==> src/hdl/bhh_pkg.sv <==
// ----------------------------------------------------------------------------
// bhh_pkg
// Shared types and constants for the bilinear hyperplane hash signature unit.
// ----------------------------------------------------------------------------
package bhh_pkg;

	localparam int MAX_DIM    = 64;
	localparam int MAX_BITS   = 8;
	localparam int MAX_TABLES = 8;
	localparam int PROJ_DEPTH = MAX_TABLES * MAX_BITS * MAX_DIM;

	// fixed field widths
	localparam int LOAD_AW     = 12;
	localparam int VAL_W       = 16;
	localparam int SIG_W       = 32;
	localparam int TIDX_W      = 3;
	localparam int DIM_CFG_W   = 7;
	localparam int BITS_CFG_W  = 6;
	localparam int TABS_CFG_W  = 4;
	localparam int CFG_IDX_W   = 2;
	localparam int CFG_DATA_W  = 7;

	// derived widths
	localparam int DIM_W   = $clog2(MAX_DIM + 1);
	localparam int IDX_W   = (MAX_DIM > 1) ? $clog2(MAX_DIM) : 1;
	localparam int BITS_W  = $clog2(MAX_BITS + 1);
	localparam int HB_W    = (MAX_BITS > 1) ? $clog2(MAX_BITS) : 1;
	localparam int TABS_W  = $clog2(MAX_TABLES + 1);
	localparam int TAB_W   = (MAX_TABLES > 1) ? $clog2(MAX_TABLES) : 1;
	localparam int MEM_AW  = (PROJ_DEPTH > 1) ? $clog2(PROJ_DEPTH) : 1;
	localparam int BASE_W  = (MEM_AW + 1 > LOAD_AW + 1) ? MEM_AW + 1 : LOAD_AW + 1;
	localparam int PROD_W  = 2 * VAL_W;
	localparam int ACC_W   = PROD_W + DIM_W;

	// register indexes
	localparam logic [CFG_IDX_W-1:0] CFG_DIM    = 2'd0;
	localparam logic [CFG_IDX_W-1:0] CFG_BITS   = 2'd1;
	localparam logic [CFG_IDX_W-1:0] CFG_TABLES = 2'd2;

	localparam logic [DIM_CFG_W-1:0]  DIM_RST    = 7'd64;
	localparam logic [BITS_CFG_W-1:0] BITS_RST   = 6'd8;
	localparam logic [TABS_CFG_W-1:0] TABLES_RST = 4'd8;

	// item function codes
	localparam logic FUNC_LOAD = 1'b0;
	localparam logic FUNC_DATA = 1'b1;

	typedef enum logic [1:0] {
		ST_IDLE,
		ST_RUN,
		ST_DRAIN,
		ST_EMIT
	} state_t;

	typedef struct packed {
		logic                    func;
		logic [LOAD_AW-1:0]      proj_addr;
		logic signed [VAL_W-1:0] proj_v_value;
		logic signed [VAL_W-1:0] proj_u_value;
		logic signed [VAL_W-1:0] element;
		logic                    is_query;
		logic                    last_element;
	} in_item_t;

	typedef struct packed {
		logic [TIDX_W-1:0] table_index;
		logic [SIG_W-1:0]  signature;
		logic              last_table;
	} out_item_t;

	// operand pair feeding the shared MAC
	typedef struct packed {
		logic                    vld;
		logic                    last;
		logic signed [VAL_W-1:0] x;
		logic signed [VAL_W-1:0] v;
		logic signed [VAL_W-1:0] u;
	} mac_op_t;

	typedef struct packed {
		logic done;
		logic hash_bit;
	} mac_res_t;

endpackage

==> src/hdl/bhh_mac.sv <==
// ----------------------------------------------------------------------------
// bhh_mac
// Shared dual multiply-accumulate unit; forms one hash bit per dot-product pair.
// ----------------------------------------------------------------------------
module bhh_mac import bhh_pkg::*; (
	input  logic     clk,
	input  logic     arst_n,
	input  mac_op_t  op,
	output mac_res_t res
);

	logic signed [VAL_W-1:0]  x, v, u;
	logic signed [PROD_W-1:0] prod_p_s2, prod_q_s2;
	logic                     vld_s2, last_s2;
	logic signed [ACC_W-1:0]  acc_p_q, acc_q_q;
	logic signed [ACC_W-1:0]  sum_p, sum_q;
	logic                     done_q, hash_bit_q;
	logic                     p_pos, p_neg, q_pos, q_neg;

	assign x = op.x;
	assign v = op.v;
	assign u = op.u;

	always_ff @(posedge clk) begin
		prod_p_s2 <= x * v;
		prod_q_s2 <= x * u;
	end

	always_ff @(posedge clk or negedge arst_n) begin
		if (!arst_n) begin
			vld_s2  <= 1'b0;
			last_s2 <= 1'b0;
		end else begin
			vld_s2  <= op.vld;
			last_s2 <= op.vld & op.last;
		end
	end

	assign sum_p = acc_p_q + ACC_W'(prod_p_s2);
	assign sum_q = acc_q_q + ACC_W'(prod_q_s2);

	assign p_pos = !sum_p[ACC_W-1] && (sum_p != '0);
	assign p_neg = sum_p[ACC_W-1];
	assign q_pos = !sum_q[ACC_W-1] && (sum_q != '0);
	assign q_neg = sum_q[ACC_W-1];

	always_ff @(posedge clk or negedge arst_n) begin
		if (!arst_n) begin
			acc_p_q    <= '0;
			acc_q_q    <= '0;
			done_q     <= 1'b0;
			hash_bit_q <= 1'b0;
		end else begin
			done_q <= 1'b0;
			if (vld_s2) begin
				if (last_s2) begin
					// final term: decide the bit and start the next pair from zero
					acc_p_q    <= '0;
					acc_q_q    <= '0;
					done_q     <= 1'b1;
					hash_bit_q <= (p_pos && q_pos) || (p_neg && q_neg);
				end else begin
					acc_p_q <= sum_p;
					acc_q_q <= sum_q;
				end
			end
		end
	end

	assign res.done     = done_q;
	assign res.hash_bit = hash_bit_q;

endmodule

==> config.mk <==
export PLATFORM = sky130hd
export DESIGN_NAME = bhh_mac
export DESIGN_NICKNAME = d
export VERILOG_FILES = /design/src/hdl/bhh_pkg.sv /design/src/hdl/bhh_mac.sv
export SDC_FILE = /design/constraint.sdc
export NUM_CORES = 2
export LEC_CHECK = 0
export BUFFER_PORTS_ARGS = -buffer_cell sky130_fd_sc_hd__buf_4
export CORE_MARGIN = 10
export CORE_UTILIZATION = 49
export DETAILED_ROUTE_END_ITERATION = 12
export SYNTH_ARGS = -nofsm -noshare
export SYNTH_HDL_FRONTEND = slang
export SYNTH_SLANG_ARGS = --single-unit
==> constraint.sdc <==
create_clock -name clk -period 3.6 [get_ports clk]
set_input_delay 0.18 -clock clk [delete_from_list [all_inputs] [get_ports clk]]
set_output_delay 0.18 -clock clk [all_outputs]
set_load 0.01 [all_outputs]
Word level (Yosys, flattened, before mapping). Cells that the tools add are included.

Reductions and logical operators: 10. $add $sub $neg: 2. Multiplexer cells: 4. Bitwise logic cells: 1. $mul: 2.

Operators by type and width (count): 39-bit by 32-bit adder with 39-bit output (2); 39-bit two-way mux (2); 39-bit nonzero test (2); 16-bit by 16-bit multiplier with 32-bit output (2); 1-bit logical AND (4); 1-bit logical NOT (2); 1-bit two-way mux (2); 2-bit AND reduction (1); 1-bit AND (1); 1-bit logical OR (1).

Bits of input ports: 52. Output and inout port bits: 2. Logic and storage cells: 27. Bits in registers: 146.

Depth between registers and ports, before layout.
Depth in word-level cells: 5. Mapped depth: 26. Depth with buffers taken out: 25.

Worst setup path before layout. OpenSTA, ideal clock, no wires.

Path type: input-to-reg. From: input op[43] (netlist bit). To: register prod_q_s2[31]. Cell stages on the path: 24. Library setup time: 0.072 ns. Data arrival time: 5.882 ns. Data required time: 3.528 ns. Path buffers: 1. Slack: -2.354 ns. Cell sequence: clkbuf_1 nand2_1 fa_1 fa_1 fa_1 inv_1 fa_1 fa_1 inv_1 fa_1 inv_1 ha_1 a21o_1 a21o_1 a21o_1 a41oi_1 o221ai_1 nand4_1 a311oi_1 o21a_1 o21ai_0 nand2b_1 a21oi_1 xnor2_1.

Word-level cells in the longest chain between the ends: 1.

RTL lines: start: declaration (RTL line bhh_mac.sv:8) `input mac_op_t op,`; 16-bit by 16-bit multiplier with 32-bit output (RTL line bhh_mac.sv:26) `prod_q_s2 <= x * u;`; end signal: assignment (RTL line bhh_mac.sv:26); end: declaration (RTL line bhh_mac.sv:13) `logic signed [PROD_W-1:0] prod_p_s2, prod_q_s2;`.

Every way passes these cells. A chain may end at the register's enable or synchronous reset.

Worst setup path in the final report.
From: input op[39] (netlist bit). To: register prod_p_s2[30].

Word-level cells in the longest chain between the ends: 1.

RTL lines: 16-bit by 16-bit multiplier with 32-bit output (RTL line bhh_mac.sv:25) `prod_p_s2 <= x * v;`; end signal: assignment (RTL line bhh_mac.sv:25); end: declaration (RTL line bhh_mac.sv:13).

Every way passes these cells.

==> summary.txt <==
Run
  • Max_cap viols: 0

CTS
  • Clock edge transition at the registers on the reported setup and hold paths: 0.07 ns
  • Cts bufs inserted: 17
  • Clock latency on the worst-skew pair: 0.46 ns
  • Htree depth: 4
  • Clock Path Buffers: 2
  • CTS sink cnt: 146
  • CTS tree: done
  • CTS root buffer: clkbuf_16

STA
  • Final slew viol count: 0
  • Skew final: 0.0120 ns
  • Final Hold Violating Endpoints: 0
  • Min Clock Period, post-route: 5.55 ns
  • Slew at the pin closest to its max-slew limit: 0.846 ns
  • RSZ-0062 raised after global routing: yes
  • Fmax: 180 MHz
  • Setup violators final: 48
  • Final worst setup slack: -1.95 ns
  • Crit share post-route: 154%
  • Slew Limit Headroom: 43.6%

Min path
  • Hold crit path type: in -> reg

Yosys
  • Area of the mapped netlist: 0.0282 mm2
  • Yosys warnings: 0
  • Async SR Flop Fraction: 56.2%
  • Syn_nets: 3867
  • Post-synthesis register bit count: 146
  • Syn Area/Cell: 9.25 um2
  • Count of flip-flops with a built-in enable after synthesis: 0
  • Mapped Cells: 3049
  • Top_reg_cell synth: dfrtp_1
  • Synth unique cells: 84
  • Sequential share of the synthesized area: 11.8%

Global route
  • Largest net degree at the start of global routing: 54
  • First-pass GRT wire length: 124 mm
  • GR Util All Layers: 22.5%
  • Grt ovf: 0
  • Vias in the first global route: 24100
  • Initial antenna violation count: 0

Placement
  • Placed insts: 4141
  • RD Place Congestion: 0.883
  • Place WS: -2.69 ns
  • Placed wire-length estimate: 60.9 mm
  • I/O Buffers: 53
  • Dpl cell area: 0.0326 mm2

Setup path
  • Cell mode on critical path: fa_1
  • CP Cell Sequence: buf_12 > buf_6 > and2_4 > fa_1 > inv_1 > fa_1 > fa_1 > fa_1 > inv_2 > fa_1 > fa_1 > ha_4 > a21o_1 > a21o_1 > a21oi_2 > a31oi_4 > nor2_4 > o31ai_2 > and4_1 > o31a_1 > o21a_1 > or4_1 > nand4_1
  • Max incr delay on CP: 0.59 ns
  • CP arrival: 5.95 ns
  • Worst Path Class, Setup: in -> reg
  • Worst Path Required: 3.99 ns
  • Crit path launch type: primary input
  • CP max FO: 8
  • CP max-delay cell: fa_1
  • CP Capture Type: flip-flop

Layout
  • Layout cell share with drive strength beyond 1: 24.6%
  • Total of fill cells in the finished design: 4798
  • Area growth syn-to-layout: 25.7%
  • # diodes: 0
  • Final Cell Area: 0.0354 mm2
  • Post-Layout Cell Count: 4276
  • Commonest cells after routing, fill and taps aside: inv_1 (555), fa_1 (504), buf_4 (453), nand2_1 (296), and2_1 (222)
  • Fin nets: 4325
  • Most common cell after layout, fill and taps aside: inv_1

Die
  • DIE WIDTH: 260 um
  • Ports: 54
  • Area of the core: 0.0567 mm2
  • Initial Util: 49.7%
  • Die H: 260 um
  • Die area: 0.0675 mm2
  • Row cnt: 87

Route
  • WL final: 74.5 mm
  • Detailed Route Iter0 Violations: 1310
  • Detailed-route vias per instance: 5.24
  • Routed length per instance: 17.4 um
  • Drt drc: 0
  • DR vias: 22400
  • Antenna Nets Post-Route: 0
  • First drt pass iteration count: 6

Run status
  • Failing checks: negative setup slack
  • Status: complete, but fails checks
-- metal layers --
metal	share of wire, %	GRT usage (%)	wire, um
met1	50	34.1	37000
met2	45	35.0	33300
met3	4.7	2.26	3500
met4	0.92	3.23	685
met5	0	0	0
-- worst max-delay path: cells and delay by family --
| family | cells | cell delay [ns] |
|---|---|---|
| AO/OA/AOI/OAI | 7 | 1.24 |
| adder cells (fa/ha/maj) | 7 | 3.26 |
| AND/OR/NAND/NOR | 5 | 0.92 |
| buffers and inverters | 4 | 0.33 |
-- cells in the mapped netlist, types with 14 or more instances --
library cell | instances | area, um2
nor2_1 | 94 | 353
fa_1 | 526 | 10500
nand2_1 | 309 | 1160
dfrtp_1 | 82 | 2050
ha_1 | 240 | 3000
a21oi_1 | 116 | 581
nand3_1 | 34 | 170
o21bai_1 | 15 | 113
o21ai_0 | 57 | 285
nor3_1 | 22 | 110
and2_1 | 257 | 1610
nand2b_1 | 22 | 138
o2bb2ai_1 | 55 | 482
clkbuf_1 | 107 | 402
dfxtp_1 | 64 | 1280
xor2_1 | 47 | 412
nand4_1 | 17 | 106
inv_1 | 590 | 2210
and3_1 | 16 | 100
xnor2_1 | 90 | 788
a21o_1 | 60 | 450
o21a_1 | 18 | 135
a22o_1 | 14 | 123
-- per-stage QoR --
| step | hold slack [ns] | util (%) | TNS (ns) |
|---|---|---|---|
| 6_report | 0.101 | 62.5 | -56.76 |
| 5_1_grt | 0.0982 | 62.5 | -64.31 |
| 4_1_cts | 0.0827 | 60.7 | -53.38 |
| 3_5_place_dp | 0.305 | 57.5 | -85.21 |
| 3_3_place_gp | 0.301 | 57.5 | -81.94 |
| 2_1_floorplan | -0.116 | - | -54.96 |
-- final timing paths --
check / startpoint / to / slack (ns) / depth (start not counted)
min in group asynchronous: arst_n / acc_q_q[33] / 0.36 / 2
setup / recovery: op[39] / prod_p_s2[30] / -1.95 / 23
max in group asynchronous: arst_n / acc_p_q[9] / 2.40 / 3
setup reg to reg: acc_p_q[0] / hash_bit_q / -0.24 / 15
hold / removal: op[16] / prod_p_s2[0] / 0.10 / 2
hold reg to reg: acc_q_q[7] / acc_q_q[7] / 0.50 / 1
-- cell type report --
type	count	area, um2	area share, %
inverter	591	2220	6.27
clock inverter	15	161	0.456
tap	756	946	2.67
clock buffer	17	425	1.20
sequential	146	3330	9.41
timing repair buffer	559	4890	13.8
multi-input combinational	2192	23400	66.2
-- logic make-up (layout without fill, tap and decap cells) --
| family | after synthesis | after routing | share of synthesized area [%] |
|---|---|---|---|
| muxes | 2 | 2 | 0.0710 |
| DFF | 146 | 146 | 11.8 |
| xor gates and xnor gates | 137 | 137 | 4.26 |
| adders and majority gates | 766 | 766 | 48.0 |
| AOI/OAI and AO/OA | 461 | 461 | 11.5 |
| buffers and inverters | 711 | 1182 | 9.54 |
| and+or+nand+nor | 826 | 826 | 14.8 |
-- sequential cells by signal, indices dropped and copies added (netlist names) --
name        cells
acc_p_q        39
acc_q_q        39
done_q          1
hash_bit_q      1
last_s2         1
prod_p_s2      32
prod_q_s2      32
vld_s2          1
-- repair_timing --
| action | in CTS | in global routing |
|---|---|---|
| endpoints found under the setup margin | 51 | 50 |
| setup buffers | 56 | 48 |
| pin swaps | 133 | 93 |
| gates cloned | 0 | 2 |
| hold buffers | 3 | 0 |
| gates resized for setup | 193 | 155 |
| endpoints found under the hold margin | 53 | 0 |
Power is left out: the tool's default activity adds up to more than one toggle a clock period on the data nets, which glitch-free logic cannot reach.
